===== src/sv/md5hs_pkg.sv =====
// md5hs_pkg: shared types, constants, round tables and microcode for the md5 stream unit
package md5hs_pkg;

	// input transaction: one message byte plus framing flags
	typedef struct packed {
		logic [7:0] data_byte;
		logic       byte_valid;
		logic       last;
	} msg_item_t;

	// output transaction: one chaining word of the digest
	typedef struct packed {
		logic [31:0] digest_word;
		logic [1:0]  word_index;
		logic        last_word;
	} digest_item_t;

	// md5 initial chaining values
	localparam logic [31:0] IV0 = 32'h67452301;
	localparam logic [31:0] IV1 = 32'hefcdab89;
	localparam logic [31:0] IV2 = 32'h98badcfe;
	localparam logic [31:0] IV3 = 32'h10325476;

	localparam logic [7:0] PAD_BYTE = 8'h80;
	localparam logic [5:0] LEN_POS  = 6'd56;

	// per-round additive constants
	localparam logic [31:0] ROUND_ADD [64] = '{
		32'hd76aa478, 32'he8c7b756, 32'h242070db, 32'hc1bdceee,
		32'hf57c0faf, 32'h4787c62a, 32'ha8304613, 32'hfd469501,
		32'h698098d8, 32'h8b44f7af, 32'hffff5bb1, 32'h895cd7be,
		32'h6b901122, 32'hfd987193, 32'ha679438e, 32'h49b40821,
		32'hf61e2562, 32'hc040b340, 32'h265e5a51, 32'he9b6c7aa,
		32'hd62f105d, 32'h02441453, 32'hd8a1e681, 32'he7d3fbc8,
		32'h21e1cde6, 32'hc33707d6, 32'hf4d50d87, 32'h455a14ed,
		32'ha9e3e905, 32'hfcefa3f8, 32'h676f02d9, 32'h8d2a4c8a,
		32'hfffa3942, 32'h8771f681, 32'h6d9d6122, 32'hfde5380c,
		32'ha4beea44, 32'h4bdecfa9, 32'hf6bb4b60, 32'hbebfbc70,
		32'h289b7ec6, 32'heaa127fa, 32'hd4ef3085, 32'h04881d05,
		32'hd9d4d039, 32'he6db99e5, 32'h1fa27cf8, 32'hc4ac5665,
		32'hf4292244, 32'h432aff97, 32'hab9423a7, 32'hfc93a039,
		32'h655b59c3, 32'h8f0ccc92, 32'hffeff47d, 32'h85845dd1,
		32'h6fa87e4f, 32'hfe2ce6e0, 32'ha3014314, 32'h4e0811a1,
		32'hf7537e82, 32'hbd3af235, 32'h2ad7d2bb, 32'heb86d391
	};

	// rotate amounts indexed by {group, round[1:0]}
	localparam logic [4:0] ROUND_ROT [16] = '{
		5'd7, 5'd12, 5'd17, 5'd22, 5'd5, 5'd9,  5'd14, 5'd20,
		5'd4, 5'd11, 5'd16, 5'd23, 5'd6, 5'd10, 5'd15, 5'd21
	};

	// message word picked in a given round
	function automatic logic [3:0] msg_index(input logic [5:0] rnd);
		logic [3:0] i;
		logic [3:0] g;
		i = rnd[3:0];
		unique case (rnd[5:4])
			2'd0: g = i;
			2'd1: g = 4'(i * 4'd5) + 4'd1;
			2'd2: g = 4'(i * 4'd3) + 4'd5;
			2'd3: g = 4'(i * 4'd7);
		endcase
		return g;
	endfunction

	// microcode
	localparam int PC_W = 4;
	typedef logic [PC_W-1:0] pc_t;

	typedef enum logic [3:0] {
		OP_WAIT, OP_ROUND, OP_ADD, OP_NOP, OP_PAD, OP_CLEAR, OP_LEN, OP_EMIT, OP_INIT
	} uop_t;

	typedef enum logic [2:0] {
		C_STEP, C_ALWAYS, C_NOT_LAST, C_LT56, C_DISPATCH
	} ucond_t;

	typedef struct packed {
		uop_t   op;
		ucond_t cond;
		pc_t    target;
	} uword_t;

	// program steps
	localparam pc_t PC_WAIT      = 4'd0;
	localparam pc_t PC_BLK_RND   = 4'd1;
	localparam pc_t PC_BLK_ADD   = 4'd2;
	localparam pc_t PC_TEST_LAST = 4'd3;
	localparam pc_t PC_PAD       = 4'd4;
	localparam pc_t PC_PAD_TEST  = 4'd5;
	localparam pc_t PC_XTRA_RND  = 4'd6;
	localparam pc_t PC_XTRA_ADD  = 4'd7;
	localparam pc_t PC_CLEAR     = 4'd8;
	localparam pc_t PC_LEN       = 4'd9;
	localparam pc_t PC_FIN_RND   = 4'd10;
	localparam pc_t PC_FIN_ADD   = 4'd11;
	localparam pc_t PC_EMIT      = 4'd12;
	localparam pc_t PC_INIT      = 4'd13;

	// control store: a conditional jump goes to target, else to the next step; dispatch picks its own step
	function automatic uword_t ucode_rom(input pc_t pc);
		uword_t w;
		unique case (pc)
			PC_WAIT:      w = '{OP_WAIT,  C_DISPATCH, PC_WAIT};
			PC_BLK_RND:   w = '{OP_ROUND, C_STEP,     PC_WAIT};
			PC_BLK_ADD:   w = '{OP_ADD,   C_STEP,     PC_WAIT};
			PC_TEST_LAST: w = '{OP_NOP,   C_NOT_LAST, PC_WAIT};
			PC_PAD:       w = '{OP_PAD,   C_STEP,     PC_WAIT};
			PC_PAD_TEST:  w = '{OP_NOP,   C_LT56,     PC_LEN};
			PC_XTRA_RND:  w = '{OP_ROUND, C_STEP,     PC_WAIT};
			PC_XTRA_ADD:  w = '{OP_ADD,   C_STEP,     PC_WAIT};
			PC_CLEAR:     w = '{OP_CLEAR, C_STEP,     PC_WAIT};
			PC_LEN:       w = '{OP_LEN,   C_STEP,     PC_WAIT};
			PC_FIN_RND:   w = '{OP_ROUND, C_STEP,     PC_WAIT};
			PC_FIN_ADD:   w = '{OP_ADD,   C_STEP,     PC_WAIT};
			PC_EMIT:      w = '{OP_EMIT,  C_STEP,     PC_WAIT};
			PC_INIT:      w = '{OP_INIT,  C_ALWAYS,   PC_WAIT};
			default:      w = '{OP_INIT,  C_ALWAYS,   PC_WAIT};
		endcase
		return w;
	endfunction

endpackage


===== src/sv/md5_hash_stream_unit.sv =====
// md5_hash_stream_unit: md5 over a byte stream, microcoded round sequencer
// a byte that does not fill the block is taken without a stall, back to back
// a byte that fills the block starts a compression: 64 rounds of the one round unit, then add, then test
// a last item: pad, an extra block when the pad byte lands at or past byte 56, length, final block, then the digest
// input stalls while a compression runs and from a last item through the init step after the fourth word
// arst_n clears the sequencer and loads the md5 initial values; the block buffer is not cleared
module md5_hash_stream_unit (
	input  logic                      clk,
	input  logic                      arst_n,
	input  logic                      msg_valid,
	output logic                      msg_stall,
	input  md5hs_pkg::msg_item_t      msg,
	output logic                      dig_valid,
	input  logic                      dig_stall,
	output md5hs_pkg::digest_item_t   dig
);
	import md5hs_pkg::*;

	pc_t         pc_q, pc_d;
	uword_t      uw;
	logic [5:0]  rnd_q;
	logic [1:0]  idx_q;
	logic        last_q;
	logic [5:0]  fill_q;
	logic [63:0] cnt_q;
	logic [31:0] chain_q [4];
	logic [31:0] blk_q [16];
	logic [31:0] pad_blk [16];
	logic [31:0] a_q, b_q, c_q, d_q;
	logic [31:0] ra, rb, rc, rd, f, sum, rot, nb;
	logic [4:0]  s;
	logic        msg_acc, dig_acc, full, hold;

	// control word decode
	assign uw        = ucode_rom(pc_q);
	assign msg_stall = (uw.op != OP_WAIT);
	assign dig_valid = (uw.op == OP_EMIT);
	assign msg_acc   = msg_valid && !msg_stall;
	assign dig_acc   = dig_valid && !dig_stall;
	assign full      = msg.byte_valid && (fill_q == 6'd63);

	// output payload straight from the chaining registers
	assign dig.digest_word = chain_q[idx_q];
	assign dig.word_index  = idx_q;
	assign dig.last_word   = (idx_q == 2'd3);

	// sequencer next step
	always_comb begin
		hold = ((uw.op == OP_WAIT) && !msg_acc) ||
		       ((uw.op == OP_ROUND) && (rnd_q != 6'd63)) ||
		       ((uw.op == OP_EMIT) && !(dig_acc && (idx_q == 2'd3)));
		pc_d = pc_q + 4'd1;
		unique case (uw.cond)
			C_STEP: pc_d = pc_q + 4'd1;
			C_ALWAYS: pc_d = uw.target;
			C_NOT_LAST: if (!last_q) pc_d = uw.target;
			C_LT56: if (fill_q < LEN_POS) pc_d = uw.target;
			C_DISPATCH: begin
				if (full) pc_d = PC_BLK_RND;
				else if (msg.last) pc_d = PC_PAD;
				else pc_d = PC_WAIT;
			end
			default: pc_d = PC_WAIT;
		endcase
		if (hold) pc_d = pc_q;
	end

	// round unit: a round 0 starts from the chaining value
	always_comb begin
		ra = (rnd_q == 6'd0) ? chain_q[0] : a_q;
		rb = (rnd_q == 6'd0) ? chain_q[1] : b_q;
		rc = (rnd_q == 6'd0) ? chain_q[2] : c_q;
		rd = (rnd_q == 6'd0) ? chain_q[3] : d_q;
		unique case (rnd_q[5:4])
			2'd0: f = (rb & rc) | (~rb & rd);
			2'd1: f = (rd & rb) | (~rd & rc);
			2'd2: f = rb ^ rc ^ rd;
			2'd3: f = rc ^ (rb | ~rd);
		endcase
		sum = ra + f + ROUND_ADD[rnd_q] + blk_q[msg_index(rnd_q)];
		s   = ROUND_ROT[{rnd_q[5:4], rnd_q[1:0]}];
		rot = (sum << s) | (sum >> (6'd32 - {1'b0, s}));
		nb  = rb + rot;
	end

	// padding image: 0x80 at the fill position, zeros after it
	always_comb begin
		for (int w = 0; w < 16; w++) begin
			for (int j = 0; j < 4; j++) begin
				if (6'(w * 4 + j) == fill_q) pad_blk[w][8*j +: 8] = PAD_BYTE;
				else if (6'(w * 4 + j) > fill_q) pad_blk[w][8*j +: 8] = 8'h00;
				else pad_blk[w][8*j +: 8] = blk_q[w][8*j +: 8];
			end
		end
	end

	// sequencer and message state registers
	always_ff @(posedge clk or negedge arst_n) begin
		if (!arst_n) begin
			pc_q       <= PC_WAIT;
			rnd_q      <= '0;
			idx_q      <= '0;
			last_q     <= 1'b0;
			fill_q     <= '0;
			cnt_q      <= '0;
			chain_q[0] <= IV0;
			chain_q[1] <= IV1;
			chain_q[2] <= IV2;
			chain_q[3] <= IV3;
		end else begin
			pc_q <= pc_d;
			if (msg_acc) begin
				last_q <= msg.last;
				if (msg.byte_valid) begin
					fill_q <= fill_q + 6'd1;
					cnt_q  <= cnt_q + 64'd8;
				end
			end
			if (uw.op == OP_ROUND) rnd_q <= rnd_q + 6'd1;
			if (dig_acc) idx_q <= idx_q + 2'd1;
			if (uw.op == OP_ADD) begin
				chain_q[0] <= chain_q[0] + a_q;
				chain_q[1] <= chain_q[1] + b_q;
				chain_q[2] <= chain_q[2] + c_q;
				chain_q[3] <= chain_q[3] + d_q;
			end
			if (uw.op == OP_INIT) begin
				fill_q     <= '0;
				cnt_q      <= '0;
				chain_q[0] <= IV0;
				chain_q[1] <= IV1;
				chain_q[2] <= IV2;
				chain_q[3] <= IV3;
			end
		end
	end

	// working variables of the compression
	always_ff @(posedge clk) begin
		if (uw.op == OP_ROUND) begin
			a_q <= rd;
			b_q <= nb;
			c_q <= rb;
			d_q <= rc;
		end
	end

	// block buffer as sixteen little-endian words
	always_ff @(posedge clk) begin
		unique case (uw.op)
			OP_WAIT: begin
				if (msg_acc && msg.byte_valid)
					blk_q[fill_q[5:2]][{fill_q[1:0], 3'b000} +: 8] <= msg.data_byte;
			end
			OP_PAD: blk_q <= pad_blk;
			OP_CLEAR: begin
				for (int w = 0; w < 16; w++) blk_q[w] <= '0;
			end
			OP_LEN: begin
				blk_q[14] <= cnt_q[31:0];
				blk_q[15] <= cnt_q[63:32];
			end
			default: ;
		endcase
	end

endmodule


===== config.mk =====
export PLATFORM = sky130hd
export DESIGN_NAME = md5_hash_stream_unit
export DESIGN_NICKNAME = d
export VERILOG_FILES = /design/src/sv/md5hs_pkg.sv /design/src/sv/md5_hash_stream_unit.sv
export SDC_FILE = /design/constraint.sdc
export NUM_CORES = 2
export LEC_CHECK = 0
export BUFFER_PORTS_ARGS = -buffer_cell sky130_fd_sc_hd__buf_2
export CELL_PAD_IN_SITES_DETAIL_PLACEMENT = 1
export CELL_PAD_IN_SITES_GLOBAL_PLACEMENT = 2
export CORE_MARGIN = 2
export CORE_UTILIZATION = 38
export DETAILED_ROUTE_END_ITERATION = 7
export GPL_TIMING_DRIVEN = 0
export PLACE_DENSITY = 0.82
export SKIP_CTS_REPAIR_TIMING = 1
export SYNTH_ARGS = -nofsm -noshare
export SYNTH_HDL_FRONTEND = slang
export SYNTH_SLANG_ARGS = --single-unit

===== constraint.sdc =====
create_clock -name clk -period 13.31 [get_ports clk]
set_input_delay 0.6655 -clock clk [delete_from_list [all_inputs] [get_ports clk]]
set_output_delay 0.6655 -clock clk [all_outputs]
set_load 0.03 [all_outputs]

==> summary.txt <==
Placement
  – DP Cell Count: between 9,000 and 10,000
  – Dpl ws: -5500 ps
  – Buffers on Ports: 49
  – Final GP Congestion: roughly 1.1
  – Hpwl dp: approximately 270 mm

Clock tree
  – CTS tree: done
  – CTS Root Cell: clkbuf_16
  – Sink Count: around 850
  – Reg clk slew, reported paths: around 60 ps
  – Clock latency on the worst-skew pair: ~820 ps
  – Clock Tree Buf Depth: 3
  – H-tree Lvls: 3
  – TritonCTS buffer count: between 100 and 150

Setup path
  – Critical Path Start Type: flip-flop
  – Critical Path Fanout Max: 12
  – CP top delay family: compound AO/OA/AOI/OAI gates
  – CP max stage delay: 660 ps
  – R2R Path Start: rnd_q[2]
  – WP data arrival: roughly 14,000 ps
  – Critical Path RT: ~14,000 ps
  – Critical Path Start: rnd_q[2]
  – Crit path buffers/inverters: 11
  – Crit path max-delay cell type: a211oi_4
  – CP endpoint kind: flip-flop
  – WS Path Type: reg2reg

Floorplan
  – Die ar.: 168,000 sq um
  – FP Rows: between 100 and 150
  – Io pins: between 50 and 60
  – Die Wd: approximately 400 um
  – Initial Utilization: 0.381
  – Core area: 164,000 sq um
  – Die height: about 410 um

Timing
  – Final period util: 0.982
  – Relative slew slack: -0.0556
  – Clk_skew: around 99 ps
  – Final Hold Viols: 0
  – Worst slew pin tran: 1570 ps
  – Period minus WS final: 13,070 ps
  – Max Clk Rate: 76.5 MHz
  – Setup violations, final: 0
  – Fin. max-slew vios: 80
  – Setup WS post-layout: 244 ps
  – Hold Worst Slack: approximately 190 ps

Synth
  – Async set-or-reset flop fraction in the synthesized netlist: 0.245
  – Syn Std Cell Area: roughly 63,000 sq um
  – Synthesized flop and latch total: between 800 and 900
  – Post-synth EDFFs: 640
  – Post-synth cell types: roughly 120
  – Cell accounting for the most synthesized area: edfxtp_1
  – Post-synthesis sequential area ratio: 0.391
  – Syn Nets: ~7,200
  – Synth top area share: 0.307
  – Syn_area_per_cell: roughly 9.1 sq um
  – Cells after synthesis: slightly below 7,000
  – Ys flop type: edfxtp_1
  – Synth warn: 0
  – Synth top area cells: edfxtp_1 31%, nor2_1 7.5%, a21oi_1 6.4%, mux4_2 6.1%, dfrtp_1 5.7%

Power
  – Power Density: a little over 80 nW/um^2
  – IR drop worst, VDD: 0.000108 V
  – Static Leak: 24.0 nW

Drt
  – Routed vias: around 61,000
  – Detail Route Antenna Nets: 0
  – Via density: 6.47
  – Final WL: between 300 and 400 mm
  – Drt drc: 0
  – Drt wl/cell: approximately 37 um
  – DRT Pass-1 Iters: 8
  – DR iter-0 viols: approximately 7,000

Layout
  – Finished Layout Cells: between 9,000 and 10,000
  – FF/Latch Area: between 20,000 and 25,000 sq um
  – Share of cells above drive strength 1: 0.129
  – Area of the multi-input gates: approximately 36,000 sq um
  – Final nets: around 7,400
  – Fill cells: between 15,000 and 20,000
  – Layout Area Growth over Synthesis: 13.2%

Global route
  – First-pass GRT wire length: 478 mm
  – Largest net degree at the start of global routing: 100
  – GRT overflow: 0
  – All-Layer GR Usage: 0.403
  – Vias in the first global route: slightly above 60,000
  – Initial antenna violation count: 13

Min path
  – Min-Delay Startpoint: msg[0]
  – Hold WC Path Type: in2reg

Run status
  – Status: finished, violations left
  – Failing checks: max-capacitance violations, max-slew violations

Run
  – Max_cap viols: 9
state kept, by name (all words and copies together), names as in the netlist:
register / count
d_q: 32
a_q: 32
fill_q: 6
cnt_q: 61
blk_q: 512
c_q: 32
last_q: 1
idx_q: 2
pc_q: 4
b_q: 32
chain_q: 128
rnd_q: 6
final timing paths:
| path | to | slack [ps] | cells after the start |
|---|---|---|---|
| worst max-delay path | b_q[31] | 240 | 52 |
| worst min-delay path | last_q | 190 | 2 |
| worst max register to register | b_q[31] | 240 | 52 |
| worst min register to register | last_q | 510 | 1 |
| max in group asynchronous | cnt_q[63] | 11970 | 3 |
| min in group asynchronous | chain_q[113] | 390 | 2 |
metal layers:
metal,GRT usage,wire length (um),vias up
met5,0,29,-
met4,0.352,36700,4
met3,0.0745,27400,1106
met2,0.642,157000,3441
met1,0.467,125000,30800
li1,-,-,25500
metrics by stage:
stage / total power, W / utilization / TNS, ps / cell area, sq um
final: 0.00578 / 0.432 / 0 / 71000
after global routing: 0.00586 / 0.432 / -41.9 / 71000
after CTS: 0.00577 / 0.422 / -118610 / 69400
after detailed placement: 0.00292 / 0.402 / -116650 / 66100
after global placement: 0.00291 / 0.399 / -309100 / 65700
after floorplan: 0.00288 / - / 0 / 62700
power breakdown:
group / leakage, nW / total, W / switching [W] / internal (W)
Clock: 1.62 / 0.00292 / 0.00130 / 0.00162
Sequential: 7.02 / 0.00282 / 0.000000129 / 0.00282
Combinational: 15.4 / 0.0000470 / 0.0000388 / 0.00000823
worst reg2reg max path: cells and delay by family (launching register included):
kind                     cells  cell delay [ps]
AO/OA/AOI/OAI               23             5450
adder cells (fa/ha/maj)      6             2170
buffers and inverters       11             1980
AND/OR/NAND/NOR              9             1480
multiplexers                 2              910
flip-flops                   1              520
XOR/XNOR                     1              270
cells by family after synthesis:
| kind of cell | count (synthesis) | share of synthesized area |
|---|---|---|
| buf+inv | 706 | 0.0440 |
| flops | 848 | 0.391 |
| simple gates | 2487 | 0.171 |
| xor+xnor | 249 | 0.0356 |
| mux | 419 | 0.104 |
| fa+ha+maj | 318 | 0.0707 |
| compound gates | 1883 | 0.184 |
synthesized netlist by cell type (all sizes together), types with 32 or more instances:
library cell	n
inv	249
a21o	65
nor2b	34
a21oi	807
dfstp	64
o211ai	40
and3	55
o22ai	46
dfrtp	144
or3	37
edfxtp	640
xor2	111
mux4	170
nand2	554
and2	47
xnor2	138
a211oi	76
o21ai	419
fa	71
mux2i	132
ha	215
a21boi	64
clkbuf	356
a31oi	57
mux2	117
maj3	32
nor2	1252
nand2b	52
nand3	198
buf	96
nor3	152
o31ai	51
placed cells by master, fill, tap and decap left out, types with 45 or more instances in the layout:
| cell type | n |
|---|---|
| a211oi_1 | 68 |
| a21boi_0 | 60 |
| a21o_1 | 64 |
| a21oi_1 | 773 |
| a31oi_1 | 50 |
| and3_1 | 53 |
| buf_2 | 81 |
| clkbuf_1 | 351 |
| clkbuf_16 | 103 |
| dfrtp_1 | 141 |
| dfstp_2 | 64 |
| edfxtp_1 | 640 |
| fa_1 | 67 |
| ha_1 | 213 |
| inv_1 | 243 |
| mux2_2 | 116 |
| mux2i_1 | 105 |
| mux4_2 | 170 |
| nand2_1 | 553 |
| nand2b_1 | 52 |
| nand3_1 | 191 |
| nor2_1 | 1248 |
| nor3_1 | 140 |
| o21ai_0 | 395 |
| o31ai_1 | 45 |
| xnor2_1 | 125 |
| xor2_1 | 105 |
final cells by class:
cell class                 instances  area share
tap                             2189      0.0386
clock inverter                    40     0.00638
clock buffer                     152      0.0410
antenna                            8    0.000282
buffer                           445      0.0281
multi-input combinational       5356       0.514
sequential                       848       0.345
inverter                         254      0.0136
timing repair buffer             108      0.0130
(Power assumes the default switching activity.)
